File: src/sv/irht_pkg.sv
// ----------------------------------------------------------------------------
// irht_pkg: shared definitions of the identifier remap hash table
// Table geometry, field widths, hash constants, status codes and the command
// and status bundles that pass between the controller and the datapath.
// ----------------------------------------------------------------------------
package irht_pkg;

    localparam int CAPACITY   = 4096;
    localparam int ADDR_W     = $clog2(CAPACITY);
    localparam int ID_W       = ADDR_W - 1;
    localparam int KEY_W      = 63;
    localparam int STATUS_W   = 2;
    localparam int ENTRY_W    = 1 + ID_W + KEY_W;

    localparam int HASH_SHIFT = 33;
    localparam logic [63:0] HASH_MUL = 64'hff51afd7ed558ccd;

    // Only the low ADDR_W + HASH_SHIFT bits of the product reach the slot index.
    localparam int MUL_W = ADDR_W + HASH_SHIFT;
    localparam int LO_W  = (MUL_W + 1) / 2;
    localparam int HI_W  = MUL_W - LO_W;
    localparam logic [LO_W-1:0] MUL_LO = HASH_MUL[LO_W-1:0];
    localparam logic [HI_W-1:0] MUL_HI = HASH_MUL[MUL_W-1:LO_W];

    localparam int STEP_W     = 2;
    localparam int HASH_STEPS = 3;

    typedef enum logic [STATUS_W-1:0] {
        ST_FOUND    = 2'd0,
        ST_INSERTED = 2'd1,
        ST_ABSENT   = 2'd2,
        ST_FULL     = 2'd3
    } status_t;

    typedef struct packed {
        logic clear_wr;
        logic load_key;
        logic hash_step;
        logic seed;
        logic issue;
        logic resolve;
        logic load_out;
    } dp_cmd_t;

    typedef struct packed {
        logic clr_last;
        logic hash_last;
        logic used;
        logic hit;
        logic out_free;
    } dp_stat_t;

endpackage

File: src/sv/irht_ctrl.sv
// ----------------------------------------------------------------------------
// irht_ctrl: sequencing state machine
// Runs the clearing pass after reset, then steps each beat through hashing,
// probing and result delivery.
// ----------------------------------------------------------------------------
module irht_ctrl
    import irht_pkg::*;
(
    input  logic     aclk,
    input  logic     aresetn,
    input  logic     s_valid,
    output logic     s_ready,
    input  dp_stat_t stat,
    output dp_cmd_t  cmd
);

    typedef enum logic [5:0] {
        S_CLEAR = 6'b000001,
        S_IDLE  = 6'b000010,
        S_HASH  = 6'b000100,
        S_PROBE = 6'b001000,
        S_CHECK = 6'b010000,
        S_RESP  = 6'b100000
    } state_t;

    state_t state_reg, state_next;

    always_comb begin
        state_next = state_reg;
        cmd        = '0;
        unique case (state_reg)
            S_CLEAR: begin
                cmd.clear_wr = 1'b1;
                if (stat.clr_last) begin
                    state_next = S_IDLE;
                end
            end
            S_IDLE: begin
                if (s_valid) begin
                    cmd.load_key = 1'b1;
                    state_next   = S_HASH;
                end
            end
            S_HASH: begin
                cmd.hash_step = 1'b1;
                if (stat.hash_last) begin
                    state_next = S_PROBE;
                end
            end
            S_PROBE: begin
                cmd.seed   = 1'b1;
                cmd.issue  = 1'b1;
                state_next = S_CHECK;
            end
            S_CHECK: begin
                if (stat.hit || !stat.used) begin
                    cmd.resolve = 1'b1;
                    state_next  = S_RESP;
                end else begin
                    cmd.issue = 1'b1;
                end
            end
            S_RESP: begin
                if (stat.out_free) begin
                    cmd.load_out = 1'b1;
                    state_next   = S_IDLE;
                end
            end
            default: begin
                state_next = S_CLEAR;
            end
        endcase
    end

    always_ff @(posedge aclk) begin
        if (!aresetn) begin
            state_reg <= S_CLEAR;
        end else begin
            state_reg <= state_next;
        end
    end

    assign s_ready = state_reg == S_IDLE;

endmodule

File: config.mk
export PLATFORM = sky130hd
export DESIGN_NAME = irht_ctrl
export DESIGN_NICKNAME = d
export VERILOG_FILES = /design/src/sv/irht_pkg.sv /design/src/sv/irht_ctrl.sv
export SDC_FILE = /design/constraint.sdc
export NUM_CORES = 1
export LEC_CHECK = 0
export ABC_AREA = 1
export BUFFER_PORTS_ARGS = -buffer_cell sky130_fd_sc_hd__buf_2
export CELL_PAD_IN_SITES_DETAIL_PLACEMENT = 0
export CELL_PAD_IN_SITES_GLOBAL_PLACEMENT = 2
export CORE_MARGIN = 2
export CORE_UTILIZATION = 23
export CTS_CLUSTER_DIAMETER = 120
export DETAILED_ROUTE_END_ITERATION = 10
export PLACE_DENSITY_LB_ADDON = 0.1
export SLEW_MARGIN = 20
export SYNTH_ARGS = -nofsm -noshare
export SYNTH_HDL_FRONTEND = slang
export SYNTH_SLANG_ARGS = --single-unit
export TNS_END_PERCENT = 5
File: constraint.sdc
create_clock -name aclk -period 1.2 [get_ports aclk]
set_input_delay 0.24 -clock aclk [delete_from_list [all_inputs] [get_ports aclk]]
set_output_delay 0.24 -clock aclk [all_outputs]
set_load 0.005 [all_outputs]
==> flow_summary.html, run 1 <==
<table>
<tr><th>Metric</th><th>Value</th></tr>
<tr><th colspan="2">Timing</th></tr>
<tr><td>Final worst clock skew</td><td>0.00302 ns</td></tr>
<tr><td>Remaining max-slew budget at the tightest pin</td><td>86.6%</td></tr>
<tr><td>Slew at the pin with the worst max-slew slack</td><td>0.201 ns</td></tr>
<tr><td>RSZ-0062 raised after global routing</td><td>yes</td></tr>
<tr><td>Fmax</td><td>0.663 GHz</td></tr>
<tr><td>Number of hold violations in the final report</td><td>0</td></tr>
<tr><td>Minimum hold slack</td><td>0.247 ns</td></tr>
<tr><td>Smallest setup slack after layout</td><td>-0.308 ns</td></tr>
<tr><td>Setup-violating endpoint count in the final report</td><td>13</td></tr>
<tr><td>Pins over their slew limit</td><td>0</td></tr>
<tr><td>Share of the clock period used by the worst path</td><td>126%</td></tr>
<tr><td>Minimum clock period</td><td>1.51 ns</td></tr>
<tr><th colspan="2">Logic synthesis</th></tr>
<tr><td>Synth Net Count</td><td>80</td></tr>
<tr><td>Most area-consuming cells after synthesis</td><td>dfxtp_1 26%, inv_1 11%, nor2_1 11%</td></tr>
<tr><td>Number of warnings issued by yosys</td><td>0</td></tr>
<tr><td>Share of the yosys chip area belonging to registers</td><td>26.2%</td></tr>
<tr><td>Yosys top cell by area</td><td>dfxtp_1</td></tr>
<tr><td>Yosys top cell area share</td><td>26.2%</td></tr>
<tr><td>Synthesized flop and latch total</td><td>6</td></tr>
<tr><td>Area of the mapped netlist</td><td>458 um2</td></tr>
<tr><td>Mapped Avg Cell Area</td><td>6.36 um2</td></tr>
<tr><td>Number of distinct library cell variants in the gate-level netlist after synthesis</td><td>15</td></tr>
<tr><td>Syn Inst Count</td><td>72</td></tr>
<tr><th colspan="2">Detailed routing</th></tr>
<tr><td>Number of DRC markers in iteration 0</td><td>5</td></tr>
<tr><td>Overall via count from detail_route</td><td>556</td></tr>
<tr><td>Post-detailed-routing wire length</td><td>1250 um</td></tr>
<tr><td>Routed wire length per instance</td><td>9.31 um</td></tr>
<tr><td>DR vias/cell</td><td>4.15</td></tr>
<tr><td>Number of remaining DRC errors</td><td>0</td></tr>
<tr><td>Number of iterations in the first detailed-routing pass</td><td>4</td></tr>
<tr><td>Post-route ant nets</td><td>0</td></tr>
<tr><th colspan="2">Setup path</th></tr>
<tr><td>Number of cells on the worst reg-to-reg path</td><td>9</td></tr>
<tr><td>CP Buf/Inv Count</td><td>2</td></tr>
<tr><td>Startpoint Class</td><td>register</td></tr>
<tr><td>Number of gates on the worst path with buffers counted</td><td>5</td></tr>
<tr><td>Startpoint-to-endpoint class of the critical path</td><td>reg2out</td></tr>
<tr><td>Slowest cell delay on critical path</td><td>0.34 ns</td></tr>
<tr><td>Crit path required time</td><td>0.96 ns</td></tr>
<tr><td>Arr. time, crit path</td><td>1.27 ns</td></tr>
<tr><td>Family with the most delay on the worst path</td><td>flip-flops</td></tr>
<tr><td>Critical Path End Type</td><td>output pin</td></tr>
<tr><td>Biggest fanout along the worst timing path</td><td>5</td></tr>
<tr><td>Worst-path cell chain</td><td>nor2_4 &gt; nand3_4 &gt; buf_4 &gt; a21oi_1 &gt; buf_2</td></tr>
<tr><td>Standard cell with the maximum stage delay on the critical path</td><td>dfxtp_2</td></tr>
<tr><th colspan="2">Final layout</th></tr>
<tr><td>Fin util</td><td>41.2%</td></tr>
<tr><td>Final Net Count</td><td>117</td></tr>
<tr><td>Number of flip-flops under the largest register name</td><td>6</td></tr>
<tr><td>Share of post-route cells with drive strength above 1</td><td>55.1%</td></tr>
<tr><td>Cell area after layout</td><td>792 um2</td></tr>
<tr><td>Ant diodes</td><td>0</td></tr>
<tr><td>Area added between synthesis and finish</td><td>73.0%</td></tr>
<tr><td>Commonest cells after routing, fill and taps aside</td><td>14 x inv_1, 14 x buf_4, 13 x buf_2</td></tr>
<tr><th colspan="2">Placed design</th></tr>
<tr><td>Dpl hpwl</td><td>982 um</td></tr>
<tr><td>Area after DPL</td><td>657 um2</td></tr>
<tr><td>IO Port Bufs</td><td>15</td></tr>
<tr><td>Last weighted congestion value of the routability-driven placer</td><td>0.775</td></tr>
<tr><td>Worst-case setup slack after placement</td><td>-0.0757 ns</td></tr>
<tr><th colspan="2">Clock tree</th></tr>
<tr><td>TritonCTS Sinks</td><td>6</td></tr>
<tr><td>Max H-tree Level</td><td>1</td></tr>
<tr><td>Clock transition time at the flip-flop clock pins of the worst setup and hold paths</td><td>0.05 ns</td></tr>
<tr><td>CTS tree</td><td>yes</td></tr>
<tr><td>Clock latency on the worst-skew pair</td><td>0.24 ns</td></tr>
<tr><td>Clock Tree Root</td><td>clkbuf_4</td></tr>
<tr><td>Clock tree buffer depth</td><td>2</td></tr>
<tr><td>Clock buffers created by TritonCTS</td><td>3</td></tr>
<tr><th colspan="2">GRT</th></tr>
<tr><td>Maximum number of pins on one net before global-route repair</td><td>7</td></tr>
<tr><td>All-Layer GR Usage</td><td>11.7%</td></tr>
<tr><td>First-pass GRT wire length</td><td>2100 um</td></tr>
<tr><td>Vias in the first global route</td><td>518</td></tr>
<tr><td>Total congestion overflow</td><td>0</td></tr>
<tr><td>Initial antenna violation count</td><td>0</td></tr>
<tr><th colspan="2">Hold path</th></tr>
<tr><td>Class of the tightest hold or removal check</td><td>in2reg</td></tr>
<tr><td>Hold Path Stages</td><td>2</td></tr>
<tr><th colspan="2">Status</th></tr>
<tr><td>Run status</td><td>finished with violations</td></tr>
<tr><td>Failing checks</td><td>setup timing</td></tr>
<tr><th colspan="2">Floorplan</th></tr>
<tr><td>Vertical extent of the die</td><td>48.6 um</td></tr>
<tr><td>Site Rows</td><td>16</td></tr>
<tr><td>Die outline width</td><td>48.6 um</td></tr>
<tr><td>Boundary pin count</td><td>16</td></tr>
<tr><td>Initial cell density of the core</td><td>23.8%</td></tr>
<tr><td>Die ar.</td><td>2360 um2</td></tr>
<tr><td>Area of the core</td><td>1920 um2</td></tr>
<tr><th colspan="2">Power</th></tr>
<tr><td>Power per unit of standard cell area</td><td>1450 nW/um2</td></tr>
<tr><td>Largest voltage drop on the vdd net</td><td>514 uV</td></tr>
<tr><td>Leakage power</td><td>0.000433 uW</td></tr>
<tr><th colspan="2">Flow run</th></tr>
<tr><td>Maximum Capacitance Violations</td><td>0</td></tr>
</table>
[metrics by stage]
step / TNS (ns) / cells / power (uW)
after floorplan: 0 / 72 / 635
after global placement: -0.414 / 126 / 874
after detailed placement: -0.340 / 126 / 862
after CTS: -2.76 / 132 / 1100
after global routing: -3.57 / 134 / 1260
final: -2.36 / 134 / 1150
[layer usage]
| layer | track usage [%] | vias to the layer above | wire (um) |
|---|---|---|---|
| met3 | 0.926 | 2 | 33 |
| li1 | - | 293 | - |
| met1 | 14.0 | 249 | 533 |
| met4 | 8.57 | 0 | 24 |
| met2 | 19.4 | 12 | 656 |
| met5 | 0 | - | 0 |
[layout make-up]
class / count / area [um2]
fill: 222 / 1130
multi-input combinational: 49 / 314
timing repair buffer: 32 / 226
sequential: 6 / 129
inverter: 17 / 66.3
tap: 27 / 33.8
clock buffer: 3 / 22.5
[timing repair]
action,CTS,global route
buffers inserted,3,2
pin swaps,4,7
endpoints found under the setup margin,12,14
gates resized for setup,11,11
hold buffers,0,0
[cell families (layout without fill, tap and decap cells)]
kind of cell / count (synthesis) / in the layout / share of synthesized area [%]
buf+inv: 17 / 52 / 13.9
simple gates: 45 / 45 / 54.4
flops: 6 / 6 / 26.2
compound gates: 4 / 4 / 5.46
[final timing paths]
path                startpoint           end  slack, ns
setup / recovery  state_reg[3]        cmd[1]      -0.31
hold / removal         aresetn  state_reg[0]       0.25
setup reg to reg  state_reg[0]  state_reg[0]      -0.16
hold reg to reg   state_reg[5]  state_reg[5]       0.53
[power breakdown]
part           switching, uW  internal, uW
Combinational            335           308
Clock                   70.1           113
Sequential              59.9           264
Total                    465           686
[synth_stat cells]
cell type,number
inv_1,14
nor2_1,14
nand2_1,11
dfxtp_1,6
nand3_1,6
inv_2,3
nand4_1,3
nor2_2,3
nor2_4,3
a21oi_1,2
nand3_2,2
o21a_1,2
nand3_4,1
nor3_2,1
or2_2,1
No activity file was read; power rests on OpenSTA's default activity.
==> run 2: changes to the inputs <==
--- a/config.mk
+++ b/config.mk
@@ -10,7 +10,8 @@
 export CELL_PAD_IN_SITES_DETAIL_PLACEMENT = 0
 export CELL_PAD_IN_SITES_GLOBAL_PLACEMENT = 2
 export CORE_MARGIN = 2
-export CORE_UTILIZATION = 23
+export CORE_UTILIZATION = 25
+export CTS_BUF_LIST = sky130_fd_sc_hd__clkbuf_8
 export CTS_CLUSTER_DIAMETER = 120
 export DETAILED_ROUTE_END_ITERATION = 10
 export PLACE_DENSITY_LB_ADDON = 0.1
==> run 2 against run 1 <==
  * The flow still finishes with violations (setup timing)
  * Combinational power fell by 6.5%
  * Via count decreased by 4.5%
  * Critical path depth stayed put
  * Global-route usage rose by 1.1 points
  * Clock power is 66% higher
  * Total power up 6.4%
  * Die area decreased by 7.3%
  * Largest cell class unchanged
  * Highest routed layer unchanged
==> flow_summary.html, run 2 (synthesis results as in run 1) <==
<table>
<tr><th>Metric</th><th>Value</th></tr>
<tr><th colspan="2">Final layout</th></tr>
<tr><td>Commonest cells after routing, fill and taps aside</td><td>15 x buf_2, 14 x inv_1, 11 x nand2_1, 11 x nor2_1, 10 x buf_4</td></tr>
<tr><td>Area used by multi-input combinational logic</td><td>294 um2 (-6.4%)</td></tr>
<tr><td>Ant diodes</td><td>0 (unchanged)</td></tr>
<tr><td>Cell area after layout</td><td>731 um2 (-7.7%)</td></tr>
<tr><td>Final Net Count</td><td>112 (-4.3%)</td></tr>
<tr><td>Sequential standard cell area</td><td>128 um2 (-0.97%)</td></tr>
<tr><td>Filler instances</td><td>195 (-12%)</td></tr>
<tr><td>Fin util</td><td>42.3% (+1.1 points)</td></tr>
<tr><td>Number of flip-flops under the largest register name</td><td>6 (unchanged)</td></tr>
<tr><td>Area added between synthesis and finish</td><td>59.6%</td></tr>
<tr><td>Share of post-route cells with drive strength above 1</td><td>53.9% (-1.2 points)</td></tr>
<tr><td>Commonest non-fill, non-tap cell in the layout</td><td>buf_2</td></tr>
<tr><th colspan="2">Clock tree</th></tr>
<tr><td>Clock tree buffer depth</td><td>2 (unchanged)</td></tr>
<tr><td>Clock Tree Root</td><td>clkbuf_8</td></tr>
<tr><td>CTS tree</td><td>yes</td></tr>
<tr><td>TritonCTS Sinks</td><td>6 (unchanged)</td></tr>
<tr><td>Clock transition time at the flip-flop clock pins of the worst setup and hold paths</td><td>0.04 ns (about the same)</td></tr>
<tr><td>Hold Buf Count CTS</td><td>0 (unchanged)</td></tr>
<tr><td>Max H-tree Level</td><td>1 (unchanged)</td></tr>
<tr><td>Clock buffers created by TritonCTS</td><td>3 (unchanged)</td></tr>
<tr><td>Clock latency on the worst-skew pair</td><td>0.22 ns (-0.02 ns)</td></tr>
<tr><th colspan="2">Placed design</th></tr>
<tr><td>Area after DPL</td><td>647 um2 (-1.5%)</td></tr>
<tr><td>Last weighted congestion value of the routability-driven placer</td><td>0.745 (-3.8%)</td></tr>
<tr><td>Worst-case setup slack after placement</td><td>-0.0704 ns (+0.00523 ns)</td></tr>
<tr><td>Dpl hpwl</td><td>972 um (-0.98%)</td></tr>
<tr><td>IO Port Bufs</td><td>15 (unchanged)</td></tr>
<tr><th colspan="2">Timing</th></tr>
<tr><td>Minimum clock period</td><td>1.48 ns (-0.0264 ns)</td></tr>
<tr><td>RSZ-0062 raised after global routing</td><td>yes</td></tr>
<tr><td>Minimum hold slack</td><td>0.275 ns (+0.0279 ns)</td></tr>
<tr><td>Smallest setup slack after layout</td><td>-0.282 ns (+0.0264 ns)</td></tr>
<tr><td>Pins over their slew limit</td><td>0 (unchanged)</td></tr>
<tr><td>Fmax</td><td>0.675 GHz (+1.8%)</td></tr>
<tr><td>Slew at the pin with the worst max-slew slack</td><td>0.218 ns (+0.0175 ns)</td></tr>
<tr><td>Final setup TNS</td><td>-1.68 ns (+0.680 ns)</td></tr>
<tr><td>Final worst clock skew</td><td>0.00174 ns (-0.00128 ns)</td></tr>
<tr><td>Share of the clock period used by the worst path</td><td>123% (-2.2 points)</td></tr>
<tr><td>Setup-violating endpoint count in the final report</td><td>12 (-1)</td></tr>
<tr><td>Number of hold violations in the final report</td><td>0 (unchanged)</td></tr>
<tr><td>Remaining max-slew budget at the tightest pin</td><td>85.4% (-1.2 points)</td></tr>
<tr><th colspan="2">Setup path</th></tr>
<tr><td>Crit path required time</td><td>0.96 ns (about the same)</td></tr>
<tr><td>Worst-path cell chain</td><td>nor2_4 &gt; nand2_1 &gt; nor3_2 &gt; or2_2 &gt; buf_2</td></tr>
<tr><td>Worst-case register-to-register setup slack</td><td>-0.08 ns (+0.08 ns)</td></tr>
<tr><td>Critical Path End Type</td><td>output pin</td></tr>
<tr><td>Biggest fanout along the worst timing path</td><td>4 (-1)</td></tr>
<tr><td>Slowest cell delay on critical path</td><td>0.33 ns (about the same)</td></tr>
<tr><td>Arr. time, crit path</td><td>1.24 ns (-0.03 ns)</td></tr>
<tr><td>Startpoint Class</td><td>register</td></tr>
<tr><td>Startpoint-to-endpoint class of the critical path</td><td>reg2out</td></tr>
<tr><td>Standard cell with the maximum stage delay on the critical path</td><td>dfxtp_2</td></tr>
<tr><th colspan="2">Detailed routing</th></tr>
<tr><td>DR vias/cell</td><td>4.18 (+0.77%)</td></tr>
<tr><td>Overall via count from detail_route</td><td>531 (-4.5%)</td></tr>
<tr><td>Number of remaining DRC errors</td><td>0 (unchanged)</td></tr>
<tr><td>Post-detailed-routing wire length</td><td>1150 um (-7.5%)</td></tr>
<tr><td>Post-route ant nets</td><td>0 (unchanged)</td></tr>
<tr><td>Number of iterations in the first detailed-routing pass</td><td>4 (unchanged)</td></tr>
<tr><td>Routed wire length per instance</td><td>9.09 um (-2.4%)</td></tr>
<tr><td>Number of DRC markers in iteration 0</td><td>9 (+4)</td></tr>
<tr><th colspan="2">GRT</th></tr>
<tr><td>All-Layer GR Usage</td><td>12.8% (+1.1 points)</td></tr>
<tr><td>Vias in the first global route</td><td>446 (-14%)</td></tr>
<tr><td>Initial antenna violation count</td><td>0 (unchanged)</td></tr>
<tr><td>Maximum number of pins on one net before global-route repair</td><td>7 (unchanged)</td></tr>
<tr><td>First-pass GRT wire length</td><td>1860 um (-11%)</td></tr>
<tr><td>Total congestion overflow</td><td>0 (unchanged)</td></tr>
<tr><th colspan="2">Floorplan</th></tr>
<tr><td>Area of the core</td><td>1730 um2 (-10%)</td></tr>
<tr><td>Initial cell density of the core</td><td>26.5% (+2.7 points)</td></tr>
<tr><td>Site Rows</td><td>15 (-1)</td></tr>
<tr><td>Die outline width</td><td>46.8 um (-3.7%)</td></tr>
<tr><td>Die ar.</td><td>2190 um2 (-7.3%)</td></tr>
<tr><td>Boundary pin count</td><td>16 (unchanged)</td></tr>
<tr><td>Vertical extent of the die</td><td>46.8 um (-3.7%)</td></tr>
<tr><th colspan="2">Power</th></tr>
<tr><td>Largest voltage drop on the vdd net</td><td>696 uV (+35%)</td></tr>
<tr><td>Leakage power</td><td>0.000406 uW (-6.2%)</td></tr>
<tr><td>Power per unit of standard cell area</td><td>1680 nW/um2 (+15%)</td></tr>
<tr><th colspan="2">Status</th></tr>
<tr><td>Failing checks</td><td>setup timing</td></tr>
<tr><td>Run status</td><td>finished with violations</td></tr>
<tr><th colspan="2">Flow run</th></tr>
<tr><td>Maximum Capacitance Violations</td><td>0 (unchanged)</td></tr>
<tr><th colspan="2">Hold path</th></tr>
<tr><td>Class of the tightest hold or removal check</td><td>in2reg</td></tr>
</table>
-- run 2: changes by cell type in the layout (fill, tap and decap cells not counted), moves of 2 or more --
cell      change
nand3_2       +2
buf_6         -3
dfxtp_2       +2
nand3_4       -2
buf_4         -4
clkbuf_8      +3
nand2_1       +2
buf_2         +2
a21oi_2       +2
clkbuf_4      -3
a21oi_1       -2
-- run 2: routing by layer --
layer  part of all wire, %  up-vias  track usage [%]
met1                    46      222             16.5
met5                     0        -                0
met4                   4.0        0             11.7
met3                   5.5        4             2.31
li1                      -      286                -
met2                    45       19             17.8
-- run 2: timing repair --
item                                    in CTS  in global routing
setup buffers                                0                  1
resized for setup                            5                  9
pin swaps                                    1                  3
endpoints found under the setup margin      13                 13
-- run 2: worst paths after layout --
kind | from | end | cells past startpoint
max | state_reg[0] | cmd[2] | 5
max reg2reg | state_reg[3] | state_reg[5] | 9
min reg2reg | state_reg[5] | state_reg[5] | 2
min | aresetn | state_reg[0] | 2
-- run 2: critical path, delay by kind of cell (launching register included) --
kind / cells / cell delay [ns]
AND/OR/NAND/NOR: 4 / 0.59
flip-flops: 1 / 0.33
buffers and inverters: 1 / 0.10
-- run 2: area by class of cell --
class                   count  area share (%)
inverters                  17            8.73
well taps                  25            4.28
repair buffers             27            23.6
flip-flops and latches      6            17.5
multi-input cells          49            40.2
clock buffers               3            5.65
-- run 2: where the power goes --
group	switching, uW	internal [uW]	total (uW)
logic	319	281	601
registers	61.9	259	321
clock network	87.4	216	303
-- run 2: stage by stage --
| step | power, uW | std cells |
|---|---|---|
| finish | 1220 | 127 |
| detailed placement | 868 | 123 |
| global route | 1340 | 127 |
| floorplan | 635 | 72 |
| global placement | 878 | 123 |
| CTS | 1200 | 126 |
==> run 3: changes to the inputs <==
==> constraint.sdc (replaced) <==
create_clock -name aclk -period 1.2 [get_ports aclk]
set_input_delay 0.18 -clock aclk [delete_from_list [all_inputs] [get_ports aclk]]
set_output_delay 0.18 -clock aclk [all_outputs]
set_load 0.005 [all_outputs]
==> run 3 against run 2 <==
  * The flow still finishes with violations (setup timing)
  * Total power is 5.4% lower
  * Critical path type unchanged
  * Critical endpoint unchanged
  * Clock power up 2%
  * Non-clock buffer count is 3 lower
  * Clock-buffer cell count unchanged
  * Via count fell by 2.4%
  * Cell area is 3.9% lower
  * Largest power group unchanged
==> flow_summary.html, run 3 (synthesis results as in run 1) <==
<table>
<tr><th>Metric</th><th>Value</th></tr>
<tr><th colspan="2">Placed design</th></tr>
<tr><td>Area after DPL</td><td>602 um2 (-7.0%)</td></tr>
<tr><td>Dpl hpwl</td><td>956 um (-1.7%)</td></tr>
<tr><td>IO Port Bufs</td><td>15 (unchanged)</td></tr>
<tr><td>Worst-case setup slack after placement</td><td>-0.0684 ns (+0.00201 ns)</td></tr>
<tr><td>Placed instance count</td><td>117 (-4.9%)</td></tr>
<tr><td>Last weighted congestion value of the routability-driven placer</td><td>0.761 (+2.1%)</td></tr>
<tr><th colspan="2">GRT</th></tr>
<tr><td>Vias in the first global route</td><td>477 (+7.0%)</td></tr>
<tr><td>Total congestion overflow</td><td>0 (unchanged)</td></tr>
<tr><td>Initial antenna violation count</td><td>0 (unchanged)</td></tr>
<tr><td>First-pass GRT wire length</td><td>1970 um (+5.9%)</td></tr>
<tr><td>All-Layer GR Usage</td><td>13.7% (+0.87 points)</td></tr>
<tr><td>Maximum number of pins on one net before global-route repair</td><td>7 (unchanged)</td></tr>
<tr><th colspan="2">Clock tree</th></tr>
<tr><td>Hold Buf Count CTS</td><td>0 (unchanged)</td></tr>
<tr><td>Clock buffers created by TritonCTS</td><td>3 (unchanged)</td></tr>
<tr><td>Clock tree buffer depth</td><td>2 (unchanged)</td></tr>
<tr><td>TritonCTS Sinks</td><td>6 (unchanged)</td></tr>
<tr><td>Clock latency on the worst-skew pair</td><td>0.23 ns (about the same)</td></tr>
<tr><td>CTS tree</td><td>yes</td></tr>
<tr><td>Clock Tree Root</td><td>clkbuf_8</td></tr>
<tr><td>Max H-tree Level</td><td>1 (unchanged)</td></tr>
<tr><td>Clock transition time at the flip-flop clock pins of the worst setup and hold paths</td><td>0.04 ns (about the same)</td></tr>
<tr><th colspan="2">Final layout</th></tr>
<tr><td>Share of post-route cells with drive strength above 1</td><td>51.5% (-2.4 points)</td></tr>
<tr><td>Ant diodes</td><td>0 (unchanged)</td></tr>
<tr><td>Sequential standard cell area</td><td>130 um2 (+2.0%)</td></tr>
<tr><td>Final Net Count</td><td>109 (-2.7%)</td></tr>
<tr><td>Commonest non-fill, non-tap cell in the layout</td><td>buf_2</td></tr>
<tr><td>Commonest cells after routing, fill and taps aside</td><td>15 x buf_2, 13 x inv_1, 12 x nor2_1</td></tr>
<tr><td>Cell area after layout</td><td>702 um2 (-3.9%)</td></tr>
<tr><td>Non-filler cells in the finished layout</td><td>124 (-2.4%)</td></tr>
<tr><td>Area used by multi-input combinational logic</td><td>293 um2 (-0.43%)</td></tr>
<tr><td>Area added between synthesis and finish</td><td>53.3%</td></tr>
<tr><td>Filler instances</td><td>211 (+8.2%)</td></tr>
<tr><td>Number of flip-flops under the largest register name</td><td>6 (unchanged)</td></tr>
<tr><th colspan="2">Timing</th></tr>
<tr><td>Number of hold violations in the final report</td><td>0 (unchanged)</td></tr>
<tr><td>Smallest setup slack after layout</td><td>-0.191 ns (+0.0913 ns)</td></tr>
<tr><td>Share of the clock period used by the worst path</td><td>116% (-7.6 points)</td></tr>
<tr><td>Pins over their slew limit</td><td>0 (unchanged)</td></tr>
<tr><td>RSZ-0062 raised after global routing</td><td>yes</td></tr>
<tr><td>Remaining max-slew budget at the tightest pin</td><td>85.3% (-0.13 points)</td></tr>
<tr><td>Fmax</td><td>0.719 GHz (+6.6%)</td></tr>
<tr><td>Setup-violating endpoint count in the final report</td><td>11 (-1)</td></tr>
<tr><td>Final worst clock skew</td><td>0.00139 ns (-0.000349 ns)</td></tr>
<tr><td>Slew at the pin with the worst max-slew slack</td><td>0.221 ns (+0.00250 ns)</td></tr>
<tr><td>Minimum clock period</td><td>1.39 ns (-0.0913 ns)</td></tr>
<tr><th colspan="2">Detailed routing</th></tr>
<tr><td>Number of iterations in the first detailed-routing pass</td><td>3 (-1)</td></tr>
<tr><td>Overall via count from detail_route</td><td>518 (-2.4%)</td></tr>
<tr><td>Post-detailed-routing wire length</td><td>1220 um (+5.3%)</td></tr>
<tr><td>Post-route ant nets</td><td>0 (unchanged)</td></tr>
<tr><td>DR vias/cell</td><td>4.18 (about the same)</td></tr>
<tr><td>Routed wire length per instance</td><td>9.80 um (+7.8%)</td></tr>
<tr><td>Number of DRC markers in iteration 0</td><td>9 (unchanged)</td></tr>
<tr><td>Number of remaining DRC errors</td><td>0 (unchanged)</td></tr>
<tr><th colspan="2">Setup path</th></tr>
<tr><td>R2r startpoint</td><td>state_reg[3]</td></tr>
<tr><td>Arr. time, crit path</td><td>1.21 ns (-0.03 ns)</td></tr>
<tr><td>Crit path required time</td><td>1.02 ns (+0.06 ns)</td></tr>
<tr><td>Startpoint Class</td><td>register</td></tr>
<tr><td>Number of cells on the worst reg-to-reg path</td><td>7 (-2)</td></tr>
<tr><td>Biggest fanout along the worst timing path</td><td>4 (unchanged)</td></tr>
<tr><td>Worst-case register-to-register setup slack</td><td>-0.12 ns (-0.04 ns)</td></tr>
<tr><td>Startpoint-to-endpoint class of the critical path</td><td>reg2out</td></tr>
<tr><td>Source of the critical timing path</td><td>state_reg[0]</td></tr>
<tr><td>Critical Path End Type</td><td>output pin</td></tr>
<tr><th colspan="2">Floorplan</th></tr>
<tr><td>Boundary pin count</td><td>16 (unchanged)</td></tr>
<tr><td>Area of the core</td><td>1730 um2 (unchanged)</td></tr>
<tr><td>Die ar.</td><td>2190 um2 (unchanged)</td></tr>
<tr><td>Site Rows</td><td>15 (unchanged)</td></tr>
<tr><td>Initial cell density of the core</td><td>26.5% (unchanged)</td></tr>
<tr><td>Vertical extent of the die</td><td>46.8 um (unchanged)</td></tr>
<tr><td>Die outline width</td><td>46.8 um (unchanged)</td></tr>
<tr><th colspan="2">Hold path</th></tr>
<tr><td>Class of the tightest hold or removal check</td><td>in2reg</td></tr>
<tr><td>Hold Path Stages</td><td>2 (unchanged)</td></tr>
<tr><td>Hold path startpoint</td><td>aresetn</td></tr>
<tr><th colspan="2">Status</th></tr>
<tr><td>Failing checks</td><td>setup timing</td></tr>
<tr><td>Run status</td><td>finished with violations</td></tr>
<tr><th colspan="2">Power</th></tr>
<tr><td>Largest voltage drop on the vdd net</td><td>671 uV (-3.6%)</td></tr>
<tr><td>Power per unit of standard cell area</td><td>1650 nW/um2 (-1.5%)</td></tr>
<tr><td>Leakage power</td><td>0.000392 uW (-3.5%)</td></tr>
<tr><td>Total power</td><td>1160 uW (-5.4%)</td></tr>
<tr><th colspan="2">Flow run</th></tr>
<tr><td>Maximum Capacitance Violations</td><td>0 (unchanged)</td></tr>
</table>
==> run 3: area by class of cell <==
| type | instances | share of cell area (%) |
|---|---|---|
| Inverter | 17 | 9.09 |
| Clock buffer | 3 | 5.88 |
| Timing Repair Buffer | 24 | 20.3 |
| Sequential cell | 6 | 18.5 |
| Multi-Input combinational cell | 49 | 41.7 |
| Tap cell | 25 | 4.46 |
==> run 3: critical path, cell delays in order (launching register included) <==
cell and delay (ns):
dfxtp_2 0.36, nor2_4 0.06, nand3_4 0.11, nor2_4 0.05
or2_2 0.28, buf_2 0.13
==> run 3: power by group <==
group / switching, uW / internal, uW
clock: 92.8 / 216
sequential: 62.3 / 262
combinational: 316 / 210
==> run 3: path summary, 6_finish.rpt <==
check                  to
min          state_reg[0]
min reg2reg  state_reg[5]
max                cmd[2]
max reg2reg  state_reg[5]
==> run 3: repair_timing <==
item / 4_1_cts / 5_1_grt
pin swaps: 6 / 0
gates resized for setup: 9 / 4
endpoints found under the setup margin: 12 / 13
setup buffers: 4 / 0
==> run 3: layer usage <==
| metal | GRT usage [%] | share of wire [%] | wire length (um) | vias up |
|---|---|---|---|---|
| li1 | - | - | - | 276 |
| met1 | 16.6 | 47 | 568 | 221 |
| met2 | 20.8 | 45 | 548 | 16 |
| met3 | 2.31 | 4.5 | 55 | 5 |
| met4 | 11.7 | 3.5 | 42 | 0 |
| met5 | 0 | 0 | 0 | - |
==> run 3: stage by stage <==
| stage | hold slack [ns] | utilization, % | TNS, ns |
|---|---|---|---|
| finish | 0.209 | 40.7 | -1.05 |
| global placement | 0.438 | 34.9 | -0.159 |
| global route | 0.211 | 40.7 | -1.97 |
| floorplan | 0.264 | - | 0 |
| CTS | 0.204 | 39.9 | -1.05 |
| detailed placement | 0.437 | 34.9 | -0.163 |
